$ cat config.mk
export PLATFORM = sky130hd
export DESIGN_NAME = isc_ctrl
export DESIGN_NICKNAME = d
export VERILOG_FILES = /design/src/rtl/isc_pkg.sv /design/src/rtl/isc_ctrl.sv
export SDC_FILE = /design/constraint.sdc
export NUM_CORES = 1
export LEC_CHECK = 0
export ABC_AREA = 1
export BUFFER_PORTS_ARGS = -buffer_cell sky130_fd_sc_hd__buf_2
export CELL_PAD_IN_SITES_DETAIL_PLACEMENT = 0
export CELL_PAD_IN_SITES_GLOBAL_PLACEMENT = 1
export CORE_AREA = 2 2 39 41
export CTS_BUF_LIST = sky130_fd_sc_hd__clkbuf_8
export DETAILED_ROUTE_END_ITERATION = 7
export DIE_AREA = 0 0 41 43
export GPL_TIMING_DRIVEN = 1
export MAX_ROUTING_LAYER = met4
export PLACE_DENSITY = 0.73
export SYNTH_ARGS = -nofsm -noshare
export SYNTH_HDL_FRONTEND = slang
export SYNTH_SLANG_ARGS = --single-unit
$ cat constraint.sdc
create_clock -name clk_i -period 1.75 [get_ports clk_i]
set_clock_uncertainty 0.1 [all_clocks]
set_input_delay 0.35 -clock clk_i [delete_from_list [all_inputs] [get_ports clk_i]]
set_output_delay 0.35 -clock clk_i [all_outputs]
set_load 0.02 [all_outputs]
$ cat src/rtl/isc_pkg.sv
// ----------------------------------------------------------------------------
// Inverse-CDF scatter sampler package
// Shared widths, command codes, controller states and the command and status
// records that pass between the controller and the datapath.
// ----------------------------------------------------------------------------
package isc_pkg;

  // Default table sizes.
  localparam int NUM_GROUPS_DEF = 16;
  localparam int MAX_ANGLES_DEF = 8;

  // Field widths of one item.
  localparam int CMD_W    = 3;
  localparam int GRP_W    = 4;
  localparam int SLOT_W   = 3;
  localparam int CDF_W    = 17;
  localparam int COS_W    = 17;
  localparam int CNTIN_W  = 4;
  localparam int FRAC_W   = 16;

  // Stream widths, padded to whole bytes.
  localparam int IN_DATA_W  = 72;
  localparam int OUT_DATA_W = 24;

  // Bit offsets inside the input tdata word.
  localparam int IN_FROM_LSB = 0;
  localparam int IN_TO_LSB   = IN_FROM_LSB + GRP_W;
  localparam int IN_SLOT_LSB = IN_TO_LSB + GRP_W;
  localparam int IN_CDF_LSB  = IN_SLOT_LSB + SLOT_W;
  localparam int IN_COS_LSB  = IN_CDF_LSB + CDF_W;
  localparam int IN_CNT_LSB  = IN_COS_LSB + COS_W;
  localparam int IN_FRAC_LSB = IN_CNT_LSB + CNTIN_W;
  localparam int IN_ISO_BIT  = IN_FRAC_LSB + FRAC_W;
  localparam int IN_USED_W   = IN_ISO_BIT + 1;

  // Bit offsets inside the output tdata word.
  localparam int OUT_GRP_LSB = 0;
  localparam int OUT_COS_LSB = OUT_GRP_LSB + GRP_W;
  localparam int OUT_USED_W  = OUT_COS_LSB + COS_W;

  // Q1.15 limits of a cosine.
  localparam logic signed [COS_W-1:0] COS_POS_ONE = 17'sd32768;
  localparam logic signed [COS_W-1:0] COS_NEG_ONE = -17'sd32768;

  typedef enum logic [CMD_W-1:0] {
    CMD_WR_GROUP     = 3'd0,
    CMD_WR_ANGLE     = 3'd1,
    CMD_WR_COUNT     = 3'd2,
    CMD_SAMPLE_GROUP = 3'd3,
    CMD_SAMPLE_ANGLE = 3'd4
  } cmd_e;

  typedef enum logic [1:0] {
    ST_IDLE,
    ST_COUNT,
    ST_WALK,
    ST_EMIT
  } state_e;

  // Controller to datapath.
  typedef struct packed {
    logic load;      // capture the accepted item, perform table writes
    logic walk_en;   // step through table entries
    logic capture;   // latch the finished result
    logic out_load;  // move the latched result into the output register
  } dp_cmd_t;

  // Datapath to controller.
  typedef struct packed {
    logic walk_done;
  } dp_sts_t;

endpackage

$ cat src/rtl/isc_ctrl.sv
// ----------------------------------------------------------------------------
// Inverse-CDF scatter sampler controller
// Sequences one item at a time and owns the input and output handshakes.
// ----------------------------------------------------------------------------
module isc_ctrl import isc_pkg::*; (
  input  logic    clk_i,
  input  logic    rst_ni,
  input  logic    s_valid_i,
  output logic    s_ready_o,
  input  cmd_e    in_cmd_i,
  input  logic    m_ready_i,
  output logic    m_valid_o,
  input  dp_sts_t sts_i,
  output dp_cmd_t cmd_o
);

  state_e state_q, state_d;
  logic   m_valid_q, m_valid_d;
  logic   accept, out_free;

  assign s_ready_o = (state_q == ST_IDLE);
  assign accept    = s_valid_i && s_ready_o;
  assign out_free  = !m_valid_q || m_ready_i;

  always_ff @(posedge clk_i or negedge rst_ni) begin
    if (!rst_ni) begin
      state_q   <= ST_IDLE;
      m_valid_q <= 1'b0;
    end else begin
      state_q   <= state_d;
      m_valid_q <= m_valid_d;
    end
  end

  always_comb begin
    state_d = state_q;
    cmd_o   = '0;
    cmd_o.load = accept;
    unique case (state_q)
      ST_IDLE: begin
        if (accept) begin
          if (in_cmd_i == CMD_SAMPLE_GROUP) begin
            state_d = ST_WALK;
          end else if (in_cmd_i == CMD_SAMPLE_ANGLE) begin
            state_d = ST_COUNT;
          end
        end
      end
      ST_COUNT: begin
        // The pair's angle count is read during this cycle.
        state_d = ST_WALK;
      end
      ST_WALK: begin
        cmd_o.walk_en = 1'b1;
        if (sts_i.walk_done) begin
          cmd_o.capture = 1'b1;
          state_d       = ST_EMIT;
        end
      end
      ST_EMIT: begin
        if (out_free) begin
          cmd_o.out_load = 1'b1;
          state_d        = ST_IDLE;
        end
      end
      default: state_d = ST_IDLE;
    endcase
  end

  always_comb begin
    m_valid_d = m_valid_q;
    if (cmd_o.out_load) begin
      m_valid_d = 1'b1;
    end else if (m_ready_i) begin
      m_valid_d = 1'b0;
    end
  end

  assign m_valid_o = m_valid_q;

endmodule

After elaboration in Yosys (flattened, before gate mapping)
Index checks and enable logic that the tools add are counted.

Add/subtract/negate cells: 0. Multiply operators: 0. Divide/modulo/power cells: 0. Magnitude comparators: 0. Equal/unequal tests: 9. Shift-type cells: 0. Mux-type cells: 12. Bitwise logic cells: 0. Reduce and logical (&&, ||, !) cells: 6.

Operator list (number): two-way mux 2 bit (6); case mux 2 bit (4 select lines) (1); two-way mux 1 bit (5); == test 2 bit, second input constant (2); inequality test 2 bit, second input constant (2); AND reduction 4 bit (1); == test 3 x 2 -> 1 bit, second input constant (1); == test 3 bit, second input constant (1); inequality test 3 x 1 -> 1 bit, second input constant (1); == test 2 x 1 -> 1 bit, second input constant (1); logical NOT 2 bit (1); inequality test 2 x 1 -> 1 bit, second input constant (1); nonzero test 2 bit (1); logical AND 1 bit (1); logical NOT 1 bit (1); logical OR 1 bit (1).

Register bits after elaboration: 3. Bits in latches: 0. Bits in writable memories: 0. Memory bits (read-only): 0. Bits of input ports: 8. Output and inout bits: 6. Word-level logic and storage cells: 29. Memories kept: 0.

Longest topological paths before layout
Gate-level depths: netlist of run 1.

Word-level depth: 5. Mapped depth: 8. Depth with buffers taken out: 8.

Least setup slack after synthesis of run 1
No wires, ideal clock.

Path kind: reg2out. From: register state_q[0]. To: output port cmd_o[3] (netlist bit). Data arrival time: 1.045 ns. Data required time: 1.300 ns. Setup slack: 0.255 ns. Cell stages (with the launch flop): 6. Buffers on the path: 1. Cells stage by stage: dfrtp_1 inv_1 ha_1 nand2_1 inv_1 buf_4.

Cells in the longest elaborated chain, start to end: 2.

Ends and longest elaborated chain: start: declaration (line isc_ctrl.sv:17) `state_e state_q, state_d;`; start signal: assignment (line isc_ctrl.sv:30) `state_q <= state_d;`; logical NOT 2 bit (line isc_ctrl.sv:21) `assign s_ready_o = (state_q == ST_IDLE);`; net s_ready_o (line isc_ctrl.sv:9) `output logic s_ready_o,`; logical AND 1 bit (line isc_ctrl.sv:22) `assign accept = s_valid_i && s_ready_o;`; end: declaration (line isc_ctrl.sv:14) `output dp_cmd_t cmd_o`.

The timed path passes the listed nets, and every way through them passes these cells.

==> flow_summary.ini, run 1 <==
[run_status]
status = finished clean

[critical_path]
worstPathRequired_ns = 1.30
start_kind = flop
worstRegToRegCells = 8
endpoint_kind = output port
critPathKind = flop to output port
arrival_ns = 1.20
worst-r2r-setup-slack_ns = 0.47
reg2reg_from = state_q[0]$_DFFE_PN0P_
reg2reg_to = state_q[0]$_DFFE_PN0P_
cp_max_fo = 4

[finish]
diodes = 0
num-nets-final = 75
final_layout_size_suffix_gt1_share_pct = 32.26
syn2layout_area_growth_pct = 41.46

[logic_synthesis]
yosysUniqueCellTypes = 10
yosysWarnings = 0
synthTopCellsByArea = dfrtp_1 24%, nand2_1 21%, ha_1 16%, inv_1 13%, nand3_2 9.8%
async_reset_ff_share_pct = 100.0
synth_top_area_share_pct = 24.39
synth-seq-cells = 3
postSynthAreaPerCell_um2 = 6.691
ys_top_cells_by_count = 17 x nand2_1, 11 x inv_1, 4 x ha_1
yosys.area.top_type = dfrtp_1
mappedNetlistArea_um2 = 307.8
synth_nets = 58
ys_seq_area_share_pct = 24.39
synth_edf_count = 0
yosysMostFrequentCell = nand2_1
synthFlopType = dfrtp_1
syn_inst = 46

[pwr]
p_per_area_mw_per_mm2 = 1585
finalPower_mw = 0.6900
p_seq_share_pct = 18.6
vdd_drop_max_uv = 408.4
leakage_nw = 0.2829
pwr-share-clk_pct = 27.4
netSwitchingFraction_pct = 43.68
pwr-share-comb_pct = 54.0
switchingPower_mw = 0.3014
p_int_mw = 0.3886

[floorplanning]
io_pins = 14
core-area_mm2 = 0.001384
die_x_um = 41
fp-row-count = 14
die-height_um = 43
die_area_mm2 = 0.001763
start_util_pct = 22.24

[global_route]
grt_max_degree = 5
antenna_found_initial = 0
overflow = 0
grtUsageTotal_pct = 9.278
grt_pass1_wl_um = 1021
grt_pass1_vias = 298

[sta]
timing.hold.ws_ns = 0.2979
setup_tns_ns = 0
fin_crit_sh_pct = 94.05
worst_slew_pin_slew_ns = 0.1577
finalCriticalPeriod_ns = 1.646
max_freq_ghz = 0.6076
hold_viol = 0
maxSlewViolCount = 0
setup_viol = 0
rsz0062_at_grt = no
relSlewSlack_pct = 89.49

[clock_network]
cts_buffers = 3
clockBufferDepth = 2
clk_pin_slew_worst_paths_ns = 0.03
htree_levels = 1
cts_tree = built
cts_root_buf = clkbuf_8
numClockSinks = 3
insertion_delay_ns = 0.21

[route]
wl_per_cell_um = 7.256
drt_iter0_markers = 0
wl_um = 566
drc = 0
vias = 306
antenna_left = 0
viasPerCell = 3.923
firstDrtPassIters = 1

[worst_hold_path]
holdPathStages = 4
hp-start = m_ready_i
hp-class = input port to flop
worstHoldEndpoint = m_valid_o$_DFFE_PN0P_

[job]
maxCapViolations = 0

[placed_design]
dp_hpwl_um = 510.2
gp_congestion = 0.6699
io_buffers = 13
==> cells by family (layout without fill, tap and decap cells) <==
logic type	after synthesis	after routing	share of synthesized area (%)
and+or+nand+nor	25	25	39.43
buffers and inverters	13	29	18.29
adders and majority gates	4	4	16.26
DFF	3	3	24.39
AOI/OAI and AO/OA	1	1	1.624
==> worst max-delay path, cell delays in order, from the launching register on <==
cell and delay [ns]:
dfrtp_1 0.38, inv_1 0.11, ha_1 0.24, nand2_1 0.07, inv_1 0.05, buf_2 0.15
==> flip-flops by register name, summed over array words and instances (netlist names) <==
name / cells
m_valid_o: 1
state_q: 2
==> stage by stage <==
stage          cell area [um2]  std cells  util (%)  worst slack [ns]
6_report                 435.4         78     31.46            0.1042
5_1_grt                  435.4         78     31.46           0.01115
4_1_cts                  432.9         78     31.28           0.09696
3_5_place_dp             377.9         73     27.31            0.3229
3_3_place_gp             377.9         73     27.31            0.3558
2_1_floorplan            307.8         46         -            0.2549
==> placed cells by master, fill, tap and decap left out <==
master         instances
nand2_1               17
buf_2                 13
inv_1                 12
nand3_2                3
nand4_1                3
ha_1                   3
clkbuf_8               3
dfrtp_1                3
a21oi_1                1
nor2_1                 1
nand3_1                1
ha_2                   1
dlygate4sd3_1          1
==> routing by layer <==
metal / part of all wire, % / vias to the layer above / track usage (%)
met5: 0 / - / -
met4: 0 / 0 / 8.000
met3: 4.1 / 0 / 1.571
met2: 55 / 5 / 15.31
met1: 40 / 132 / 8.414
li1: - / 169 / -
==> layout make-up <==
cell class	instances	area (um2)
tap	16	20.02
multi-input combinational	30	178.9
inverter	11	41.29
sequential	3	75.07
fill	154	948.4
clock inverter	1	3.754
clock buffer	3	41.29
timing repair buffer	14	75.07
==> repair_timing <==
action / in CTS / in global routing
hold buffers: 1 / 0
endpoints found under the hold margin: 3 / 0
setup buffers: 0 / 0
gates resized for setup: 0 / 1
endpoints found under the setup margin: 0 / 1
==> how the worst max path moves through the flow <==
| stage | from | to | slack [ns] | cells past startpoint |
|---|---|---|---|---|
| floorplan | state_q[0]$_DFFE_PN0P_ | cmd_o[3] | 0.25 | 5 |
| CTS | state_q[0]$_DFFE_PN0P_ | cmd_o[1] | 0.1 | 5 |
| global placement | state_q[0]$_DFFE_PN0P_ | cmd_o[3] | 0.36 | 5 |
| global route | state_q[1]$_DFFE_PN0P_ | cmd_o[3] | 0.01 | 5 |
| finish | state_q[0]$_DFFE_PN0P_ | cmd_o[3] | 0.10 | 5 |
| detailed placement | state_q[0]$_DFFE_PN0P_ | cmd_o[1] | 0.32 | 5 |
==> power groups by stage <==
stage | clock network (mW) | registers [mW] | logic [mW]
6_report | 0.189 | 0.128 | 0.373
2_1_floorplan | 0 | 0.138 | 0.284
3_3_place_gp | 0 | 0.127 | 0.373
4_1_cts | 0.195 | 0.128 | 0.379
3_5_place_dp | 0 | 0.129 | 0.377
5_1_grt | 0.206 | 0.137 | 0.426
Power figures use the tool's default switching activity.
==> run 2: changes to the inputs <==
--- a/config.mk
+++ b/config.mk
@@ -15,7 +15,8 @@
 export DIE_AREA = 0 0 41 43
 export GPL_TIMING_DRIVEN = 1
 export MAX_ROUTING_LAYER = met4
-export PLACE_DENSITY = 0.73
+export PLACE_DENSITY = 0.75
+export RECOVER_POWER = 25
 export SYNTH_ARGS = -nofsm -noshare
 export SYNTH_HDL_FRONTEND = slang
 export SYNTH_SLANG_ARGS = --single-unit
==> constraint.sdc (replaced) <==
create_clock -name clk_i -period 1.4 [get_ports clk_i]
set_clock_uncertainty 0.1 [all_clocks]
set_input_delay 0.28 -clock clk_i [delete_from_list [all_inputs] [get_ports clk_i]]
set_output_delay 0.28 -clock clk_i [all_outputs]
set_load 0.02 [all_outputs]
==> run 2 against run 1 <==
  * Via count increased by 12%
  * Flip-flop and latch count is the same
  * Total power is 72% higher
  * Critical path depth stayed put
  * Cell count up 6.4%
  * Die area stayed put
  * The run now ends with negative setup slack left
  * Core utilization rose by 9.9 points
  * First-iteration DRC count up 1
  * Sequential power is 45% higher
  * Routed wire length increased by 31%
  * Setup slack worse by 0.19 ns
==> flow_summary.ini, run 2 (synthesis results as in run 1) <==
[route]
wl_per_cell_um = 8.916
antenna_left = 0
drc = 0
firstDrtPassIters = 4
drt_iter0_markers = 1
viasPerCell = 4.133
wl_um = 740
vias = 343

[job]
maxCapViolations = 0

[pwr]
pwr-share-clk_pct = 19.8
vdd_drop_max_uv = 723.8
p_seq_share_pct = 15.6
pwr-share-comb_pct = 64.6
switchingPower_mw = 0.5029
p_int_mw = 0.6859
p_per_area_mw_per_mm2 = 2079
leakage_nw = 0.3137
netSwitchingFraction_pct = 42.31

[global_route]
grt_max_degree = 5
grt_pass1_wl_um = 1055
antenna_found_initial = 0
grtUsageTotal_pct = 9.288
grt_pass1_vias = 293
overflow = 0

[floorplanning]
start_util_pct = 22.24
fp-row-count = 14
die_x_um = 41
die_area_mm2 = 0.001763
core-area_mm2 = 0.001384
io_pins = 14
die-height_um = 43

[placed_design]
place_ws_ns = 0.04662
dp_hpwl_um = 494.6
gp_congestion = 0.6402
io_buffers = 13

[clock_network]
clockBufferDepth = 2
cts_buffers = 3
clk_pin_slew_worst_paths_ns = 0.03
htree_levels = 1
cts_root_buf = clkbuf_8
cts_tree = built
numClockSinks = 3
insertion_delay_ns = 0.21

[sta]
relSlewSlack_pct = 88.86
maxSlewViolCount = 0
rsz0062_at_grt = yes
finalCriticalPeriod_ns = 1.489
hold_viol = 0
fin_ws_ns = -0.08940
setup_viol = 5
worst_slew_pin_slew_ns = 0.1671
max_freq_ghz = 0.6714
fin_crit_sh_pct = 106.4
setup_tns_ns = -0.2385

[critical_path]
cp_max_fo = 3
worstPathRequired_ns = 1.02
crit_top_cell = inv_2
arrival_ns = 1.11
cp.buffers_inverters = 3
cp_top_family = flip-flops
endpoint_kind = output port
timing.critical_path.cells = inv_2 -> ha_4 -> nand2_2 -> inv_2 -> buf_6
slowest_stage = dfrtp_1
start_kind = flop
slowest_delay_ns = 0.42
critPathKind = flop to output port

[worst_hold_path]
hp-class = input port to flop

[finish]
syn2layout_area_growth_pct = 85.77
top_register = state_q
diodes = 0
mostFrequentLayoutCells = 11 x nand2_1, 7 x buf_2, 6 x inv_2, 6 x inv_1, 6 x buf_4
largest_register_ffs = 2
fillerInstances = 150
final_common_cell = nand2_1
num-nets-final = 80
final_layout_size_suffix_gt1_share_pct = 61.19

[run_status]
violations = negative setup slack
status = finished, violations left
==> run 2: changes by cell type in the layout (fill, tap and decap cells not counted), sizes merged <==
| cell | previous run | this run |
|---|---|---|
| buf | 13 | 17 |
| clkbuf | 3 | 4 |
==> run 2: cell type report <==
class                      count  area (um2)  share of cell area (%)
clock buffer                   3       41.29                   7.221
inverter                      11       41.29                   7.221
multi-input combinational     30       250.2                   43.76
tap                           16       20.02                   3.501
sequential                     3       76.32                   13.35
timing repair buffer          19       138.9                   24.29
clock inverter                 1       3.754                  0.6565
==> run 2: tightest hold or removal path, delay by kind of cell <==
family	cells	cell delay [ns]
and+or+nand+nor	2	0.09
buffers and inverters	2	0.13
==> run 2: worst paths after layout <==
path                                              from                      to  slack (ns)  cells past startpoint
max in group asynchronous                       rst_ni  state_q[1]$_DFFE_PN0P_        0.73                      2
min in group asynchronous                       rst_ni   m_valid_o$_DFFE_PN0P_        0.30                      2
worst min-delay path                         m_ready_i   m_valid_o$_DFFE_PN0P_        0.24                      4
worst min register to register   m_valid_o$_DFFE_PN0P_   m_valid_o$_DFFE_PN0P_        0.43                      2
worst max register to register  state_q[0]$_DFFE_PN0P_  state_q[0]$_DFFE_PN0P_        0.02                      7
worst max-delay path            state_q[0]$_DFFE_PN0P_                cmd_o[3]       -0.09                      5
==> run 2: metrics by stage <==
stage               utilization [%]  hold slack (ns)  area [um2]  std cells  total power, mW
finish                        41.32           0.2423       571.8         83            1.189
floorplan                         -          -0.1156       310.3         46           0.5344
global route                  41.32           0.2784       571.8         83            1.297
global placement              27.49         -0.02282       380.4         73           0.6301
CTS                           37.16           0.2409       514.2         82            1.058
detailed placement            27.49         -0.02233       380.4         73           0.6350
==> run 2: power by group through the flow <==
stage | Sequential, mW | Combinational [mW] | Clock (mW)
after global routing | 0.194 | 0.858 | 0.245
after CTS | 0.172 | 0.645 | 0.241
final | 0.186 | 0.768 | 0.235
after detailed placement | 0.161 | 0.474 | 0
after global placement | 0.160 | 0.470 | 0
after floorplan | 0.172 | 0.362 | 0
==> run 2: routing by layer <==
layer	share of wire, %	track usage [%]	wire length (um)
met5	0	-	0
met3	3.6	3.141	27
met2	56	15.00	417
met4	0	6.000	0
met1	40	8.766	295
==> run 2: what timing repair did <==
item / 4_1_cts / 5_1_grt
gates resized for setup: 15 / 16
hold buffers: 1 / 0
endpoints found under the setup margin: 5 / 7
pin swaps: 2 / 8
hold endpoints to repair: 3 / 0
buffers inserted: 4 / 1
==> run 3: changes to the inputs <==
--- a/config.mk
+++ b/config.mk
@@ -10,7 +10,7 @@
 export CELL_PAD_IN_SITES_DETAIL_PLACEMENT = 0
 export CELL_PAD_IN_SITES_GLOBAL_PLACEMENT = 1
 export CORE_AREA = 2 2 39 41
-export CTS_BUF_LIST = sky130_fd_sc_hd__clkbuf_8
+export CTS_CLUSTER_SIZE = 12
 export DETAILED_ROUTE_END_ITERATION = 7
 export DIE_AREA = 0 0 41 43
 export GPL_TIMING_DRIVEN = 1
@@ -20,3 +20,4 @@
 export SYNTH_ARGS = -nofsm -noshare
 export SYNTH_HDL_FRONTEND = slang
 export SYNTH_SLANG_ARGS = --single-unit
+export TNS_END_PERCENT = 100
==> run 3 against run 2 <==
  * The run still ends with negative setup slack left
  * Sequential power barely moved
  * Register-to-register slack barely moved
  * Total power is 11% lower
  * Count of clock-buffer cells in the layout rose by 1
  * Sequential share of layout area grew 0.90 points
  * Cell count unchanged
  * Die area unchanged
  * Clock power is 38% lower
  * Fmax down 0.88%
  * Core utilization fell by 2.6 points
  * Global-route usage decreased by 0.62 points
  * Largest power group unchanged
==> flow_summary.ini, run 3 (synthesis results as in run 1) <==
[finish]
diodes = 0
top_register = state_q
fillerInstances = 144
final_common_cell = nand2_1
largest_register_ffs = 2
final_layout_size_suffix_gt1_share_pct = 59.70
num-nets-final = 80
stdcell_count = 83
mostFrequentLayoutCells = 11 x nand2_1, 7 x buf_2, 6 x inv_2, 6 x nand2_2, 6 x buf_4
syn2layout_area_growth_pct = 73.98

[critical_path]
cp.buffers_inverters = 3
slowest_stage = dfrtp_1
cp_max_fo = 3
start_kind = flop
endpoint_kind = output port
slowest_delay_ns = 0.41
arrival_ns = 1.12
cp_top_family = flip-flops
critPathKind = flop to output port
crit_top_cell = inv_2
worstPathRequired_ns = 1.02
timing.critical_path.cells = inv_2 -> ha_4 -> nand2_2 -> inv_2 -> buf_6

[route]
viasPerCell = 4.084
drt_iter0_markers = 1
wl_per_cell_um = 7.904
firstDrtPassIters = 3
drc = 0
antenna_left = 0
wl_um = 656
vias = 339

[clock_network]
insertion_delay_ns = 0.23
htree_levels = 1
cts_buffers = 3
clockBufferDepth = 2
clk_pin_slew_worst_paths_ns = 0.04
cts_root_buf = clkbuf_4
cts_tree = built
numClockSinks = 3

[sta]
max_freq_ghz = 0.6655
fin_crit_sh_pct = 107.3
hold_viol = 0
rsz0062_at_grt = yes
timing.hold.ws_ns = 0.2273
maxSlewViolCount = 0
worst_slew_pin_slew_ns = 0.1618
finalCriticalPeriod_ns = 1.503
fin_ws_ns = -0.1027
setup_viol = 5
relSlewSlack_pct = 89.21
setup_tns_ns = -0.2887

[placed_design]
placed_cells = 73
io_buffers = 13
gp_congestion = 0.6402
dp_hpwl_um = 494.6
place_ws_ns = 0.04662

[floorplanning]
die_area_mm2 = 0.001763
die_x_um = 41
die-height_um = 43
fp-row-count = 14
core-area_mm2 = 0.001384
io_pins = 14
start_util_pct = 22.24

[job]
maxCapViolations = 0

[global_route]
antenna_found_initial = 0
grtUsageTotal_pct = 8.669
grt_max_degree = 5
overflow = 0
grt_pass1_wl_um = 1035
grt_pass1_vias = 289

[pwr]
finalPower_mw = 1.055
vdd_drop_max_uv = 568.7
p_per_area_mw_per_mm2 = 1969
leakage_nw = 0.2937

[run_status]
violations = negative setup slack
status = finished, violations left

[worst_hold_path]
hp-class = input port to flop
==> run 3: changes by cell type in the layout (fill, tap and decap cells not counted), sizes merged <==
cell	previous run	this run
inv	12	11
clkbuf	4	5
==> run 3: area by class of cell <==
| class | instances | area [um2] | area share, % |
|---|---|---|---|
| inverters | 11 | 41.29 | 7.710 |
| multi-input cells | 30 | 232.7 | 43.46 |
| flip-flops and latches | 3 | 76.32 | 14.25 |
| repair buffers | 19 | 138.9 | 25.93 |
| clock buffers | 4 | 26.28 | 4.907 |
| well taps | 16 | 20.02 | 3.738 |
==> run 3: routing by layer <==
| layer | global-route usage [%] | part of all wire [%] | vias to the layer above |
|---|---|---|---|
| met1 | 8.766 | 41 | 153 |
| met3 | 3.141 | 4.3 | 0 |
| li1 | - | - | 180 |
| met4 | 2.000 | 0 | 0 |
| met5 | - | 0 | - |
| met2 | 15.00 | 54 | 6 |
==> run 3: path summary, 6_finish.rpt <==
path                                         from                      to  slack, ns  depth (start not counted)
max                        state_q[0]$_DFFE_PN0P_                cmd_o[3]      -0.10                          5
min                                     m_ready_i   m_valid_o$_DFFE_PN0P_       0.23                          4
max reg2reg                state_q[0]$_DFFE_PN0P_  state_q[0]$_DFFE_PN0P_       0.01                          8
min reg2reg                 m_valid_o$_DFFE_PN0P_   m_valid_o$_DFFE_PN0P_       0.44                          2
max in group asynchronous                  rst_ni  state_q[1]$_DFFE_PN0P_       0.74                          2
min in group asynchronous                  rst_ni   m_valid_o$_DFFE_PN0P_       0.29                          2
==> run 3: report_power, final <==
part           internal [mW]  leakage (nW)  total, mW  switching, mW
Combinational          0.353         0.241      0.723          0.370
Clock                  0.106        0.0150      0.146         0.0391
Sequential             0.129        0.0372      0.186         0.0569
==> run 3: metrics by stage <==
stage | util [%] | cell area, um2
final | 38.70 | 535.5
after global routing | 38.70 | 535.5
after CTS | 36.35 | 503.0
after detailed placement | 27.49 | 380.4
after global placement | 27.49 | 380.4
after floorplan | - | 310.3
==> run 3: worst register-to-register path: cells and delay by family, from the launching register on <==
kind / cells / cell delay [ns]
fa+ha+maj: 1 / 0.22
flops: 1 / 0.40
simple gates: 4 / 0.30
buf+inv: 3 / 0.31
==> run 3: what timing repair did <==
item	in CTS	in global routing
hold buffers	1	0
setup buffers	4	1
endpoints found under the setup margin	5	7
hold endpoints to repair	3	0
gates resized for setup	18	10
pin swaps	2	8
